`config.mk`:
```
export PLATFORM = sky130hd
export DESIGN_NAME = lcud_rule
export DESIGN_NICKNAME = d
export VERILOG_FILES = /design/src/hdl/lcud_pkg.sv /design/src/hdl/lcud_rule.sv
export SDC_FILE = /design/constraint.sdc
export NUM_CORES = 1
export LEC_CHECK = 0
export ABC_CLOCK_PERIOD_IN_PS = 4500
export BUFFER_PORTS_ARGS = -buffer_cell sky130_fd_sc_hd__buf_2
export CORE_ASPECT_RATIO = 0.75
export CORE_MARGIN = 10
export CORE_UTILIZATION = 50
export DETAILED_ROUTE_END_ITERATION = 10
export PLACE_DENSITY_LB_ADDON = 0.25
export SLEW_MARGIN = 20
export SYNTH_ARGS = -nofsm -noshare
export SYNTH_HDL_FRONTEND = slang
export SYNTH_SLANG_ARGS = --single-unit
```
`constraint.sdc`:
```
create_clock -name clk -period 4.5 [get_ports clk]
set_clock_uncertainty 0.1 [all_clocks]
set_input_delay 0.45 -clock clk [delete_from_list [all_inputs] [get_ports clk]]
set_output_delay 0.45 -clock clk [all_outputs]
set_load 0.02 [all_outputs]
```
`src/hdl/lcud_pkg.sv`:
```
// ----------------------------------------------------------------------------
// lcud_pkg
// Shared types, constants and helpers of the life cell update unit.
// ----------------------------------------------------------------------------
package lcud_pkg;

	localparam int CELL_W  = 8;
	localparam int COORD_W = 10;
	localparam int CFG_W   = 11;
	localparam int IDX_W   = 2;
	localparam int ODATA_W = 32;

	typedef logic [CELL_W-1:0]  cell_t;
	typedef logic [COORD_W-1:0] coord_t;

	// Configuration register indexes
	typedef enum logic [IDX_W-1:0] {
		REG_GRID_WIDTH  = 2'd0,
		REG_GRID_HEIGHT = 2'd1
	} cfg_reg_t;

	localparam cell_t CELL_ALIVE  = 8'hFF;
	localparam cell_t CELL_DYING  = 8'h7F;
	localparam cell_t CELL_BORDER = 8'h00;

	// floor(v * 0.97) == (v * 63570) >> 16 exactly for every 8-bit v
	localparam int          FADE_SHIFT = 16;
	localparam logic [15:0] FADE_MULT  = 16'd63570;

	// Position and class of the cell a beat reports
	typedef struct packed {
		logic   have;
		logic   interior;
		logic   last;
		coord_t x;
		coord_t y;
	} pos_tag_t;

	function automatic cell_t fade(cell_t v);
		logic [23:0] p;
		p = 24'(v) * 24'(FADE_MULT);
		return p[FADE_SHIFT+CELL_W-1:FADE_SHIFT];
	endfunction

endpackage

```
`src/hdl/lcud_rule.sv`:
```
// ----------------------------------------------------------------------------
// lcud_rule
// 3x3 window, B3/S23 rule with trail fade, and the output register.
// ----------------------------------------------------------------------------
module lcud_rule import lcud_pkg::*; (
	input  logic     clk,
	input  logic     arst_n,
	input  logic     col_valid,
	output logic     col_ready,
	input  cell_t    col_up,
	input  cell_t    col_mid,
	input  cell_t    col_bot,
	input  pos_tag_t col_tag,
	output logic     out_valid,
	input  logic     out_ready,
	output cell_t    out_value,
	output coord_t   out_x,
	output coord_t   out_y,
	output logic     out_last
);

	cell_t    win_q [3][3];  // [row][col], col 2 newest
	logic     valid_s2;
	pos_tag_t tag_s2;
	logic     s2_move;
	logic     out_free;
	logic [3:0] n_live;
	cell_t    center;
	cell_t    result;

	assign out_free  = !out_valid || out_ready;
	assign s2_move   = valid_s2 && (!tag_s2.have || out_free);
	assign col_ready = !valid_s2 || s2_move;

	always_ff @(posedge clk) begin
		if (col_valid && col_ready) begin
			for (int i = 0; i < 3; i++) begin
				win_q[i][0] <= win_q[i][1];
				win_q[i][1] <= win_q[i][2];
			end
			win_q[0][2] <= col_up;
			win_q[1][2] <= col_mid;
			win_q[2][2] <= col_bot;
			tag_s2      <= col_tag;
		end
	end

	always_ff @(posedge clk or negedge arst_n) begin
		if (!arst_n) begin
			valid_s2 <= 1'b0;
		end else if (col_ready) begin
			valid_s2 <= col_valid;
		end
	end

	always_comb begin
		n_live = '0;
		for (int i = 0; i < 3; i++) begin
			for (int j = 0; j < 3; j++) begin
				if (!(i == 1 && j == 1)) begin
					n_live = n_live + 4'(win_q[i][j] == CELL_ALIVE);
				end
			end
		end
		center = win_q[1][1];
		if (!tag_s2.interior) begin
			result = CELL_BORDER;
		end else if (center == CELL_ALIVE) begin
			result = (n_live == 4'd2 || n_live == 4'd3) ? CELL_ALIVE : CELL_DYING;
		end else if (n_live == 4'd3) begin
			result = CELL_ALIVE;
		end else begin
			result = fade(center);
		end
	end

	always_ff @(posedge clk) begin
		if (s2_move && tag_s2.have) begin
			out_value <= result;
			out_x     <= tag_s2.x;
			out_y     <= tag_s2.y;
			out_last  <= tag_s2.last;
		end
	end

	always_ff @(posedge clk or negedge arst_n) begin
		if (!arst_n) begin
			out_valid <= 1'b0;
		end else if (s2_move && tag_s2.have) begin
			out_valid <= 1'b1;
		end else if (out_ready) begin
			out_valid <= 1'b0;
		end
	end

endmodule

```
-- After elaboration in Yosys (flattened, before gate mapping)
Memory sizes are Yosys's and may differ from the RTL's.
Cells that the tools add are included.
- bits in writable memories: 72
- word-level logic and storage cells: 49
- bits of input ports: 51
- output and inout port bits: 31
- memories: 1
- register bits: 54
- memories (name ; words ; width ; rd ports ; clocked after Yosys merged registers in ; wr ports ; RTL line ; text):
    win_q ; 3 ; 24 ; 3 ; 0 ; 3 ; lcud_rule.sv:22 ; cell_t win_q [3][3];
- multiply operators: 1
- reduce and logical (&&, ||, !) cells: 11
- multiplexer cells: 7
- equality and inequality tests: 11
- add/subtract/negate cells: 7
- operators by type and width (cell ; count):
    $eq A8 B8 Y1 const B ; 9
    $mux W8 ; 3
    $mul A8 B15 Y23 const B ; 1
    $add A4 B1 Y4 ; 4
    $eq A4 B2 Y1 const B ; 2
    $add A3 B1 Y4 ; 1
    $logic_or A1 B1 Y1 ; 4
    $mux W1 ; 4
    $add A2 B1 Y3 ; 1
    $logic_and A1 B1 Y1 ; 3
    $logic_not A1 Y1 ; 3
    $add A1 B1 Y2 ; 1
    $reduce_bool A2 Y1 ; 1

-- Longest topological paths before layout
An unclocked memory read counts as a cell.
- word-level depth: 13
- depth in mapped cells: 16
- mapped depth without buffers: 15

-- Least setup slack after synthesis
Ideal clock, no wire load.
- path type: flip-flop to flip-flop
- from: memory win_q[0][9] (netlist bit)
- to: register out_value[4] (data pin)
- required time: 4143 ps
- setup time: 257 ps
- period minus slack after synthesis: 4211 ps
- buffers on the path: 0
- setup slack: 289 ps
- arrival: 3854 ps
- cell stages (with the launch flop): 13
- path through: edfxtp_1 > nand4_1 > nor2_1 > fa_1 > fa_1 > fa_1 > ha_1 > fa_1 > nor2b_4 > a41o_4 > a21o_4 > or3_1 > o2111a_1
- RTL lines (item ; RTL line ; text):
    start: declaration ; lcud_rule.sv:22 ;
    end signal: assignment ; lcud_rule.sv:79 ; out_value <= result;
    end: declaration ; lcud_rule.sv:16 ; output cell_t out_value,

==> results.tsv <==
stage	metric	value	unit
status	status	completed	
synth	Syn. warnings	0	
placement	worst slack at placement	0.0807	ns
clock_tree	root buf cell	clkbuf_16	
sta	FMAX	232	MHz
pwr	Leak	3.13	nW
placement	DP HPWL	7.99	mm
clock_tree	Num CTS Buffers	17	
placement	gp weighted congestion	0.788	
clock_tree	Clk pin slew, worst setup/hold paths	0.06	ns
critical_path	crit end category	register	
run	max_cap viols	0	
synth	synth top area cells	edfxtp_1 61%, ha_1 12%, fa_1 7.9%	
pwr	Clock power frac	0.376	
critical_path	CP arrival	4.36	ns
clock_tree	Skew-Pair Late Insertion Delay	0.40	ns
placement	placed cell area	6770	um^2
floorplanning	die height	115	um
synth	synth unique cells	43	
route	router iterations before antenna repair	4	
pwr	sequential power share	0.369	
sta	Hold Fails Final Rpt	0	
floorplanning	Initial Util	0.517	
sta	setup TNS	0	ns
sta	Final period util	0.957	
synth	Post-synth top flop	edfxtp_1	
synth	Post-synth ARST share	0.0159	
floorplanning	Ports	82	
sta	measured slew at the worst slew-check pin	0.445	ns
placement	PortBufs	81	
min_path	worst min-delay path category	primary input to register	
critical_path	CP Launch Type	register	
synth	FF+latch count, synth	126	
floorplanning	cell row count	34	
finish	antenna cells	0	
critical_path	worst reg2reg setup slack	0.19	ns
critical_path	Critical Path Fanout Max	7	
global_routing	initial antenna violation count	0	
sta	PnR worst setup slack	0.195	ns
sta	Max-slew headroom	0.704	
sta	Final Setup Violations	0	
route	Via density	5.12	
route	# DRC	0	
critical_path	critical path class	register to register	
synth	Synth area leader	edfxtp_1	
synth	Yosys top cell area share	0.614	
finish	Core Util, Final	0.635	
global_routing	vias in the first global route	3563	
global_routing	first-pass GRT wire length	17.8	mm
pwr	Pwr per Cell Area	520	nW/um^2
sta	RSZ-0062 raised after global routing	no	
clock_tree	clk sinks	126	
synth	EDFF count, synth	124	
critical_path	critical path required time	4.56	ns
route	final wirelength	10.7	mm
sta	final period demand of the worst path	4.31	ns
pwr	Int Pwr	2.79	mW
route	per-cell routed wire length	15.7	um
floorplanning	die width	147	um
route	initial detailed-routing violation count	211	
pwr	Combinational Power Share	0.255	
finish	number of nets in the layout	641	
synth	synthesized area	6060	um^2
global_routing	gr usage total	0.132	
clock_tree	H-tree levels	4	
global_routing	gr ovfl total	0	
sta	Final Max Tran Viols	0	
finish	fillers	884	
floorplanning	total core area	11700	um^2
pwr	switching pwr	1.09	mW
floorplanning	die footprint	17000	um^2
finish	final instance area	7460	um^2
route	Routed Antenna Nets	0	
synth	sequential-to-total area share from yosys stat	0.622	
synth	most instantiated cells after synthesis	124 x edfxtp_1, 60 x ha_1, 42 x inv_1	
synth	syn_nets	528	
global_routing	largest net degree at the start of global routing	96	
clock_tree	TritonCTS clock tree	built	
clock_tree	clock tree buffer depth	2	
synth	cells after synthesis	393	
pwr	maximum VDD drop	0.317	mV
synth	cell with the most instances after synthesis	edfxtp_1	
synth	Avg Cell Area, Syn	15.4	um^2
route	Vias	3487	
finish	share of layout cells above drive strength 1	0.262	
finish	Area Overhead vs Synth	22.9	%
pwr	Switching Fraction	0.280	
registers in the layout, indices dropped and copies added, names as in the netlist:
name,count
out_x,10
tag_s2,23
valid_s2,1
out_value,8
win_q,72
out_y,10
out_last,1
out_valid,1
cell families after synthesis:
logic type | Yosys count | synth area share
flip-flops | 126 | 0.622
adder cells (fa/ha/maj) | 84 | 0.203
AND/OR/NAND/NOR | 78 | 0.0695
AO/OA/AOI/OAI | 54 | 0.0677
buffers and inverters | 44 | 0.0272
XOR/XNOR | 6 | 0.00867
multiplexers | 1 | 0.00165
layout make-up:
| type | instances | area [um^2] | area share |
|---|---|---|---|
| Clock buffer | 17 | 425 | 0.0571 |
| Clock inverter | 15 | 218 | 0.0292 |
| Inverter | 42 | 158 | 0.0211 |
| Multi-Input combinational cell | 223 | 2140 | 0.287 |
| Sequential cell | 126 | 3770 | 0.506 |
| Tap cell | 162 | 203 | 0.0272 |
| Timing Repair Buffer | 96 | 541 | 0.0725 |
critical path, cell delays in order, from the launching register on:
cell,delay [ns]
edfxtp_1,0.36
nand4_1,0.11
nor2_1,0.07
fa_1,0.57
fa_1,0.44
fa_1,0.55
ha_2,0.19
fa_1,0.42
nor2b_4,0.14
a41o_4,0.29
a21o_4,0.24
or3_1,0.35
o2111a_1,0.23
routing by layer:
metal,GRT usage,up-vias,wire (um)
li1,-,1716,-
met1,0.183,1656,5380
met2,0.191,111,4620
met3,0.0499,4,656
met4,0.0389,0,46
met5,0,-,0
power groups by stage:
| stage | combinational, mW | sequential [mW] | clock [mW] |
|---|---|---|---|
| detailed placement | 0.980 | 1.46 | 0 |
| CTS | 0.993 | 1.43 | 1.49 |
| global placement | 0.971 | 1.45 | 0 |
| finish | 0.991 | 1.43 | 1.46 |
| global route | 1.14 | 1.44 | 1.55 |
| floorplan | 0.678 | 1.49 | 0 |
final timing paths:
path                                      to  depth (start not counted)    startpoint
worst max register to register  out_value[4]                         12  win_q[0][16]
worst min register to register      out_x[2]                          0    tag_s2[12]
max in group asynchronous          out_valid                          2        arst_n
min in group asynchronous           valid_s2                          2        arst_n
worst min-delay path            win_q[0][48]                          1    col_bot[0]
worst max-delay path            out_value[4]                         12  win_q[0][16]
placed cells by master (no fill, tap or decap), drive strengths merged, types with 2 or more instances in the layout:
cell type	n
a211oi	3
a21boi	6
a21o	5
a21oi	12
a311oi	2
and2	3
and3	3
buf	95
bufinv	5
clkbuf	17
clkinv	4
clkinvlp	5
dfrtp	2
edfxtp	124
fa	24
ha	60
inv	43
nand2	11
nand2b	4
nand3	7
nand4	21
nor2	18
nor2b	3
nor3	3
nor4	2
o2111a	2
o2111ai	2
o211ai	5
o21ai	8
o21bai	2
o311a	2
or3	2
xnor2	4
xor2	2
what timing repair did:
item,4_1_cts,5_1_grt
buffers inserted,0,0
hold buffers,1,0
endpoints found under the hold margin,2,0
endpoints found under the setup margin,0,3
resized for setup,0,3
through the flow:
step / cells / hold WS, ns / total power [mW]
floorplan: 393 / 0.0544 / 2.17
global placement: 647 / 0.135 / 2.42
detailed placement: 647 / 0.144 / 2.44
CTS: 680 / 0.0993 / 3.91
global route: 681 / 0.0959 / 4.13
finish: 681 / 0.120 / 3.88
Power figures use the tool's default switching activity.
